$ cat src/rtl/core/pi_speed_controller_antiwindup_macros.svh
// Assertion macros for the PI speed controller.
// Each macro uses the clock aclk and the active-low reset aresetn of the including module.
`ifndef PI_SPEED_CONTROLLER_ANTIWINDUP_MACROS_SVH
`define PI_SPEED_CONTROLLER_ANTIWINDUP_MACROS_SVH

// A condition that holds in the same cycle as its trigger.
`define PISC_ASSERT_SAME(lbl, trig, cond, msg) \
    lbl: assert property (@(posedge aclk) disable iff (!aresetn) (trig) |-> (cond)) \
        else $error(msg);

// A condition that holds in the cycle after its trigger.
`define PISC_ASSERT_NEXT(lbl, trig, cond, msg) \
    lbl: assert property (@(posedge aclk) disable iff (!aresetn) (trig) |=> (cond)) \
        else $error(msg);

`endif

$ cat src/rtl/core/pisc_pkg.sv
// Shared types and constants for the PI speed controller.
// Used by pisc_div and pi_speed_controller_antiwindup; no dependencies.
package pisc_pkg;

    // Configuration register indexes.
    localparam logic [2:0] CFG_PROP_GAIN     = 3'd0;
    localparam logic [2:0] CFG_INTEGRAL_GAIN = 3'd1;
    localparam logic [2:0] CFG_SAMPLE_PERIOD = 3'd2;
    localparam logic [2:0] CFG_DRIVE_MIN     = 3'd3;
    localparam logic [2:0] CFG_DRIVE_MAX     = 3'd4;

    // Request to the serial divider.
    typedef struct packed {
        logic        start;
        logic [31:0] dividend;
        logic [15:0] divisor;
    } pisc_div_req_t;

    // Status from the serial divider.
    typedef struct packed {
        logic busy;
        logic done;
    } pisc_div_stat_t;

endpackage

$ cat src/rtl/core/pisc_div.sv
// Serial restoring divider: 32-bit unsigned dividend by 16-bit unsigned divisor.
// Depends on pisc_pkg for its request and status types.
module pisc_div (
    input  logic                     aclk,
    input  logic                     aresetn,
    input  pisc_pkg::pisc_div_req_t  req,
    output pisc_pkg::pisc_div_stat_t stat,
    output logic [31:0]              quotient
);

    logic [16:0] rem_reg;
    logic [31:0] quo_reg;
    logic [15:0] dsr_reg;
    logic [4:0]  cnt_reg;
    logic        busy_reg;
    logic        done_reg;

    logic [16:0] rem_sh;
    logic        fits;

    // One quotient bit per cycle.
    assign rem_sh = {rem_reg[15:0], quo_reg[31]};
    assign fits   = rem_sh >= {1'b0, dsr_reg};

    always_ff @(posedge aclk) begin
        if (!aresetn) begin
            busy_reg <= 1'b0;
            done_reg <= 1'b0;
            cnt_reg  <= '0;
        end else begin
            done_reg <= 1'b0;
            if (req.start) begin
                busy_reg <= 1'b1;
                cnt_reg  <= '0;
                rem_reg  <= '0;
                quo_reg  <= req.dividend;
                dsr_reg  <= req.divisor;
            end else if (busy_reg) begin
                rem_reg <= fits ? (rem_sh - {1'b0, dsr_reg}) : rem_sh;
                quo_reg <= {quo_reg[30:0], fits};
                cnt_reg <= cnt_reg + 5'd1;
                if (cnt_reg == 5'd31) begin
                    busy_reg <= 1'b0;
                    done_reg <= 1'b1;
                end
            end
        end
    end

    assign stat.busy = busy_reg;
    assign stat.done = done_reg;
    assign quotient  = quo_reg;

endmodule

$ cat src/rtl/core/pi_speed_controller_antiwindup.sv
// PI speed controller with dynamic integrator clamping, top level.
// Depends on pisc_pkg, pisc_div and pi_speed_controller_antiwindup_macros.svh.
//
// Usage:
// The s_ channel takes one request per control step: setpoint, measured speed
// and present PWM value. The m_ channel returns one result per request: the
// saturated drive and two status flags. Registers are written through the cfg_
// channel, which is always ready; the user must write them only while the block
// is idle, which the block itself does not enforce. A request passes from
// acceptance to a valid result through the serial divider that forms the error
// ratio, then a single shared multiplier used for five products in turn, plus
// add, clamp and saturate steps. s_tready rises together with m_tvalid, so the
// next request can be accepted at the following edge.
// A result waits in the output register while the receiver stalls; the next
// request may be accepted and worked on meanwhile, and it holds in its last step
// until the output register is free.
// Reset clears the integrator and the stored error and loads the register defaults.
`include "pi_speed_controller_antiwindup_macros.svh"

module pi_speed_controller_antiwindup (
    input  logic        aclk,
    input  logic        aresetn,
    // Input requests.
    input  logic        s_tvalid,
    output logic        s_tready,
    input  logic [47:0] s_tdata,   // target_speed[15:0], measured_speed[31:16], present_pwm[47:32]
    // Results.
    output logic        m_tvalid,
    input  logic        m_tready,
    output logic [31:0] m_tdata,   // drive[23:0], divide_fault[24], integrator_clamped[25], zero
    // Configuration writes.
    input  logic        cfg_valid,
    output logic        cfg_ready,
    input  logic [2:0]  cfg_index,
    input  logic [23:0] cfg_data
);

    typedef enum logic [3:0] {
        ST_IDLE, ST_DIV, ST_GAIN, ST_SUM, ST_PROP, ST_PSAT,
        ST_KT, ST_KTP, ST_DELTA, ST_INTEG, ST_CLAMP, ST_DRIVE
    } state_t;

    state_t state_reg;

    // Configuration registers.
    logic [23:0]        kp_reg;
    logic [23:0]        ki_reg;
    logic [19:0]        period_reg;
    logic signed [23:0] dmin_reg;
    logic signed [23:0] dmax_reg;

    // Controller state.
    logic signed [47:0] integ_reg;
    logic signed [16:0] last_err_reg;

    // Working registers of one step.
    logic signed [16:0] err_reg;
    logic [16:0]        es_abs_reg;
    logic               es_neg_reg;
    logic [15:0]        pwm_reg;
    logic               fault_reg;
    logic               rneg_reg;
    logic [31:0]        ratio_reg;
    logic [39:0]        gain_reg;
    logic signed [41:0] a_reg;
    logic [40:0]        pmag_reg;
    logic               pneg_reg;
    logic signed [23:0] prop_reg;
    logic [27:0]        kt_reg;
    logic [43:0]        ktp_reg;
    logic [51:0]        delta_reg;
    logic signed [53:0] sum_reg;
    logic signed [24:0] lhi_reg;
    logic signed [24:0] llo_reg;
    logic               clamped_reg;

    // Output register.
    logic               m_valid_reg;
    logic signed [23:0] drive_reg;
    logic               ofault_reg;
    logic               oclamp_reg;

    // Divider.
    pisc_pkg::pisc_div_req_t  div_req;
    pisc_pkg::pisc_div_stat_t div_stat;
    logic [31:0]              div_quo;

    // Request decode.
    logic signed [15:0] in_target;
    logic signed [15:0] in_meas;
    logic signed [16:0] in_err;
    logic signed [15:0] in_dsr;
    logic [16:0]        in_err_abs;
    logic [15:0]        in_dsr_abs;
    logic signed [17:0] in_es;
    logic [17:0]        in_es_abs;
    logic               accept;

    assign in_target  = s_tdata[15:0];
    assign in_meas    = s_tdata[31:16];
    assign in_err     = {in_target[15], in_target} - {in_meas[15], in_meas};
    assign in_dsr     = in_err[16] ? in_meas : in_target;
    assign in_err_abs = in_err[16] ? (17'd0 - in_err) : in_err;
    assign in_dsr_abs = in_dsr[15] ? (16'd0 - in_dsr) : in_dsr;
    assign in_es      = {in_err[16], in_err} + {last_err_reg[16], last_err_reg};
    assign in_es_abs  = in_es[17] ? (18'd0 - in_es) : in_es;
    assign accept     = s_tvalid && s_tready;

    assign div_req.start    = accept;
    assign div_req.dividend = {in_err_abs[15:0], 16'd0};
    assign div_req.divisor  = in_dsr_abs;

    pisc_div u_div (
        .aclk     (aclk),
        .aresetn  (aresetn),
        .req      (div_req),
        .stat     (div_stat),
        .quotient (div_quo)
    );

    // Shared multiplier, operands chosen by the sequencer step.
    logic [43:0] mul_a;
    logic [23:0] mul_b;
    logic [67:0] mul_p;
    logic [40:0] a_abs;

    assign a_abs = a_reg[41] ? 41'(42'sd0 - a_reg) : a_reg[40:0];

    always_comb begin
        mul_a = '0;
        mul_b = '0;
        unique case (state_reg)
            ST_GAIN:  begin mul_a = {12'd0, ratio_reg};  mul_b = kp_reg;               end
            ST_PROP:  begin mul_a = {3'd0, a_abs};       mul_b = {8'd0, pwm_reg};      end
            ST_KT:    begin mul_a = {20'd0, ki_reg};     mul_b = {4'd0, period_reg};   end
            ST_KTP:   begin mul_a = {16'd0, kt_reg};     mul_b = {8'd0, pwm_reg};      end
            ST_DELTA: begin mul_a = ktp_reg;             mul_b = {7'd0, es_abs_reg};   end
            default:  begin mul_a = '0;                  mul_b = '0;                   end
        endcase
    end

    assign mul_p = mul_a * mul_b;

    // Step arithmetic.
    logic signed [53:0] delta_s;
    logic signed [53:0] sum_next;
    logic signed [24:0] hi_diff;
    logic signed [24:0] lo_diff;
    logic signed [53:0] hi_q;
    logic signed [53:0] lo_q;
    logic signed [47:0] integ_bias;
    logic signed [31:0] integ_int;
    logic signed [32:0] drv;
    logic signed [23:0] drv_sat;

    assign delta_s  = es_neg_reg ? (54'sd0 - $signed({2'b0, delta_reg}))
                                 : $signed({2'b0, delta_reg});
    assign sum_next = {{6{integ_reg[47]}}, integ_reg} + delta_s;
    assign hi_diff  = {dmax_reg[23], dmax_reg} - {prop_reg[23], prop_reg};
    assign lo_diff  = {dmin_reg[23], dmin_reg} - {prop_reg[23], prop_reg};
    assign hi_q     = {{13{lhi_reg[24]}}, lhi_reg, 16'd0};
    assign lo_q     = {{13{llo_reg[24]}}, llo_reg, 16'd0};

    // Integer part of the integrator, truncated toward zero.
    assign integ_bias = integ_reg + (integ_reg[47] ? 48'sd65535 : 48'sd0);
    assign integ_int  = integ_bias[47:16];
    assign drv        = {{9{prop_reg[23]}}, prop_reg} + {integ_int[31], integ_int};

    always_comb begin
        priority if (drv > $signed({{9{dmax_reg[23]}}, dmax_reg})) begin
            drv_sat = dmax_reg;
        end else if (drv < $signed({{9{dmin_reg[23]}}, dmin_reg})) begin
            drv_sat = dmin_reg;
        end else begin
            drv_sat = drv[23:0];
        end
    end

    // Sequencer with its registered outputs.
    always_ff @(posedge aclk) begin
        if (!aresetn) begin
            state_reg    <= ST_IDLE;
            m_valid_reg  <= 1'b0;
            integ_reg    <= '0;
            last_err_reg <= '0;
            kp_reg       <= 24'd65536;
            ki_reg       <= 24'd0;
            period_reg   <= 20'd655;
            dmin_reg     <= 24'sd0;
            dmax_reg     <= 24'sd65535;
        end else begin
            // Configuration writes.
            if (cfg_valid && cfg_ready) begin
                unique case (cfg_index)
                    pisc_pkg::CFG_PROP_GAIN:     kp_reg     <= cfg_data;
                    pisc_pkg::CFG_INTEGRAL_GAIN: ki_reg     <= cfg_data;
                    pisc_pkg::CFG_SAMPLE_PERIOD: period_reg <= cfg_data[19:0];
                    pisc_pkg::CFG_DRIVE_MIN:     dmin_reg   <= cfg_data;
                    pisc_pkg::CFG_DRIVE_MAX:     dmax_reg   <= cfg_data;
                    default: ;
                endcase
            end

            // The last step loads a new result itself when the old one leaves.
            if (m_valid_reg && m_tready && (state_reg != ST_DRIVE)) begin
                m_valid_reg <= 1'b0;
            end

            unique case (state_reg)
                ST_IDLE: begin
                    if (accept) begin
                        err_reg    <= in_err;
                        es_abs_reg <= in_es_abs[16:0];
                        es_neg_reg <= in_es[17];
                        pwm_reg    <= s_tdata[47:32];
                        fault_reg  <= (in_dsr == 16'sd0);
                        rneg_reg   <= in_err[16] ^ in_dsr[15];
                        state_reg  <= ST_DIV;
                    end
                end
                ST_DIV: begin
                    if (div_stat.done) begin
                        ratio_reg <= fault_reg ? 32'd0 : div_quo;
                        state_reg <= ST_GAIN;
                    end
                end
                ST_GAIN: begin
                    gain_reg  <= mul_p[55:16];
                    state_reg <= ST_SUM;
                end
                ST_SUM: begin
                    a_reg     <= rneg_reg ? (42'sd65536 - $signed({2'b0, gain_reg}))
                                          : (42'sd65536 + $signed({2'b0, gain_reg}));
                    state_reg <= ST_PROP;
                end
                ST_PROP: begin
                    pmag_reg  <= mul_p[56:16];
                    pneg_reg  <= a_reg[41];
                    state_reg <= ST_PSAT;
                end
                ST_PSAT: begin
                    // Saturate the proportional term to the signed 24-bit range.
                    if (!pneg_reg) begin
                        prop_reg <= (pmag_reg > 41'd8388607) ? 24'sh7FFFFF : pmag_reg[23:0];
                    end else begin
                        prop_reg <= (pmag_reg > 41'd8388608) ? 24'sh800000
                                                             : 24'(41'd0 - pmag_reg);
                    end
                    state_reg <= ST_KT;
                end
                ST_KT: begin
                    kt_reg    <= mul_p[43:16];
                    state_reg <= ST_KTP;
                end
                ST_KTP: begin
                    ktp_reg   <= mul_p[43:0];
                    state_reg <= ST_DELTA;
                end
                ST_DELTA: begin
                    delta_reg <= mul_p[60:9];
                    state_reg <= ST_INTEG;
                end
                ST_INTEG: begin
                    sum_reg   <= sum_next;
                    lhi_reg   <= (dmax_reg > prop_reg) ? hi_diff : 25'sd0;
                    llo_reg   <= (dmin_reg < prop_reg) ? lo_diff : 25'sd0;
                    state_reg <= ST_CLAMP;
                end
                ST_CLAMP: begin
                    // Clamp the integrator to the room left by the proportional term.
                    priority if (sum_reg > hi_q) begin
                        integ_reg   <= hi_q[47:0];
                        clamped_reg <= 1'b1;
                    end else if (sum_reg < lo_q) begin
                        integ_reg   <= lo_q[47:0];
                        clamped_reg <= 1'b1;
                    end else begin
                        integ_reg   <= sum_reg[47:0];
                        clamped_reg <= 1'b0;
                    end
                    state_reg <= ST_DRIVE;
                end
                ST_DRIVE: begin
                    // Hold until the output register is free.
                    if (!m_valid_reg || m_tready) begin
                        m_valid_reg  <= 1'b1;
                        drive_reg    <= drv_sat;
                        ofault_reg   <= fault_reg;
                        oclamp_reg   <= clamped_reg;
                        last_err_reg <= err_reg;
                        state_reg    <= ST_IDLE;
                    end
                end
                default: state_reg <= ST_IDLE;
            endcase
        end
    end

    assign s_tready  = (state_reg == ST_IDLE);
    assign cfg_ready = 1'b1;
    assign m_tvalid  = m_valid_reg;
    assign m_tdata   = {6'd0, oclamp_reg, ofault_reg, drive_reg};

    // A request keeps the block busy in the cycle after its acceptance.
    `PISC_ASSERT_NEXT(a_busy_after_accept, accept, !s_tready, "ready right after accept")
    // The divider runs only while the sequencer waits for it.
    `PISC_ASSERT_SAME(a_div_in_step, div_stat.busy, state_reg == ST_DIV, "divider busy out of step")
    // A zero divisor gives a zero ratio.
    `PISC_ASSERT_SAME(a_fault_ratio, (state_reg == ST_GAIN) && fault_reg, ratio_reg == 32'd0,
        "nonzero ratio on divide fault")
    // With ordered limits the drive lies between them.
    `PISC_ASSERT_SAME(a_drive_range, m_valid_reg && (dmin_reg <= dmax_reg),
        (drive_reg >= dmin_reg) && (drive_reg <= dmax_reg), "drive outside limits")

endmodule
$ cat config.mk
export PLATFORM = sky130hd
export DESIGN_NAME = pi_speed_controller_antiwindup
export DESIGN_NICKNAME = d
export VERILOG_FILES = /design/src/rtl/core/pisc_pkg.sv /design/src/rtl/core/pisc_div.sv /design/src/rtl/core/pi_speed_controller_antiwindup.sv
export VERILOG_INCLUDE_DIRS = /design/src /design/src/rtl/core
export SDC_FILE = /design/constraint.sdc
export NUM_CORES = 2
export LEC_CHECK = 0
export ABC_AREA = 1
export BUFFER_PORTS_ARGS = -buffer_cell sky130_fd_sc_hd__buf_2
export CORE_MARGIN = 8
export CORE_UTILIZATION = 65
export DETAILED_ROUTE_END_ITERATION = 10
export GPL_ROUTABILITY_DRIVEN = 0
export GPL_TIMING_DRIVEN = 1
export MAX_ROUTING_LAYER = met4
export PLACE_DENSITY = 0.82
export REMOVE_ABC_BUFFERS = 1
export SLEW_MARGIN = 20
export SYNTH_ARGS = -nofsm -noshare
export SYNTH_HDL_FRONTEND = slang
export SYNTH_HIERARCHICAL = 1
export SYNTH_SLANG_ARGS = --single-unit
$ cat constraint.sdc
create_clock -name aclk -period 11 [get_ports aclk]
set_input_delay 0.55 -clock aclk [delete_from_list [all_inputs] [get_ports aclk]]
set_output_delay 0.55 -clock aclk [all_outputs]
set_load 0.05 [all_outputs]
==> out/results.tsv <==
metric	value	unit
minimum clock period	10.63	ns
status	finished, violations left	
failing checks	DRC	
largest net degree at the start of global routing	83	
Setup violations, final	0	
core box area	0.123	mm2
Hold Fails Final Rpt	0	
final wirelength	258000	um
number of fill cells	9435	
antenna violations before repair	12	
Clock Root Buffer	clkbuf_16	
Antenna Nets Post-Route	0	
CTS tree	built	
via count	71700	
max FFs per register	54	
num rows	129	
initial DRC count	10100	
# Post-CTS Setup Buffers	0	
clock-pin slew on the worst setup and hold paths	0.06	ns
static leakage	40.8	nW
Max IR drop VDD	0.000119	V
Fmax	94.0	MHz
critical path's largest stage delay	1.01	ns
layout cell share with drive strength beyond 1	5.02	%
Cells after Synth	9923	
power density cells	94.2	mW/mm2
slew margin rel.	14.1	%
Crit Path Max Fanout	29	
TNS Setup	0	ns
total gr overflow	0	
CP Data Arrival Time	10.98	ns
slowest library cell on the worst path	clkinv_1	
R2R Path Start	state_reg[2]$_SDFFE_PN0P_	
crit path capture type	flip-flop	
Nets	11500	
RSZ-0062 raised after global routing	false	
Fin Hold WS	0.0677	ns
Mapped Avg Cell Area	8.07	um2
crit path from	state_reg[2]$_SDFFE_PN0P_	
clock insertion delay at the later pin of the skew report	0.68	ns
worst hold start	s_tdata[47]	
WP data required	11.35	ns
TritonRoute pass-1 iters	11	
DIE WIDTH	367	um
chip height	367	um
Vias/cell	6.12	
Least-Margin Pin Slew	1.28	ns
Area growth, synth to finish	6.57	%
clk sinks	745	
ratio of final minimum period to clock period	96.7	%
vias in the first global route	72100	
MaxCap Viol Count	0	
DRC viols	5	
first-pass GRT wire length	397000	um
Setup Crit Path Kind	reg2reg	
Wirelength per Cell	22.1	um
Final HPWL DP	200000	um
die area	0.135	mm2
Hold Buf Count CTS	0	
post-CTS sizing	0	
Global Route Usage Sum	38.5	%
Slew Limit Fails	0	
Yosys Warn Count	6	
Starting Density	65.1	%
most used cell, CP	fa_1	
H-tree depth	3	
hold crit path type	in2reg	
final total power	8.04	mW
FF-to-FF setup slack	0.37	ns
clock tree buffer depth	3	
I/O pin cnt	115	
Finished Cell Area	0.0854	mm2
Clock Skews	0.0353	ns
synthesized cell area	0.0801	mm2
Area after DPL	0.0827	mm2
total CTS buffers	77	
port buffer count	107	
Worst setup SP type	flip-flop	
[final cells by class]
cell class | instances | area [um2] | share of cell area [%]
diodes | 15 | 37.5 | 0.0440
clock buffers | 112 | 2250 | 2.63
clock inverters | 32 | 364 | 0.426
inverters | 1916 | 7190 | 8.42
multi-input cells | 7035 | 51600 | 60.5
flip-flops and latches | 745 | 20400 | 23.9
well taps | 1637 | 2050 | 2.40
repair buffers | 225 | 1440 | 1.68
[metrics by stage]
stage                     util [%]  setup slack, ns  instances
after detailed placement      67.2            0.910      11600
after global placement        67.2             1.10      11600
after CTS                     69.3            0.863      11700
after global routing          69.4            0.199      11700
final                         69.4            0.365      11700
after floorplan                  -             1.33       9696
[critical path, delay by kind of cell, from the launching register on]
kind	cells	cell delay (ns)
xor+xnor	1	0.68
flops	1	0.33
compound gates	3	0.74
buf+inv	9	2.34
simple gates	11	2.08
fa+ha+maj	8	4.07
[placed cells by master, fill, tap and decap left out, types with 36 or more instances in the layout]
| master | count |
|---|---|
| buf_2 | 106 |
| nor4_1 | 43 |
| nand2_2 | 36 |
| nor2_1 | 1088 |
| nand4_1 | 85 |
| a21o_1 | 49 |
| a22o_1 | 39 |
| o211ai_1 | 44 |
| nand2_1 | 2089 |
| ha_1 | 507 |
| buf_4 | 117 |
| conb_1 | 79 |
| dfxtp_1 | 193 |
| inv_1 | 1889 |
| xor2_1 | 243 |
| fa_1 | 910 |
| nor3_1 | 83 |
| a21oi_1 | 506 |
| edfxtp_1 | 552 |
| o21ai_0 | 360 |
| clkbuf_16 | 83 |
| a31oi_1 | 52 |
| nand3_1 | 406 |
| xnor2_1 | 104 |
[report_power, final]
part | total [mW] | switching [mW] | internal, mW
clock network | 2.76 | 1.17 | 1.59
logic | 2.04 | 1.40 | 0.641
registers | 3.25 | 0.0595 | 3.19
[path summary, 6_finish.rpt]
check / end / cells past startpoint
hold / removal: pwm_reg[15]$_DFFE_PP_ / 1
setup / recovery: kt_reg[24]$_DFFE_PP_ / 32
setup reg to reg: kt_reg[24]$_DFFE_PP_ / 32
hold reg to reg: oclamp_reg$_DFFE_PP_ / 0
[per-layer routing]
metal / track usage, % / vias up / share of wire [%]
met5: - / - / 0
met4: 26.8 / 0 / 9.0
met3: 11.1 / 1536 / 14
met2: 57.3 / 5431 / 43
met1: 44.9 / 33500 / 34
li1: - / 31300 / -
No activity file was read; power rests on OpenSTA's default activity.
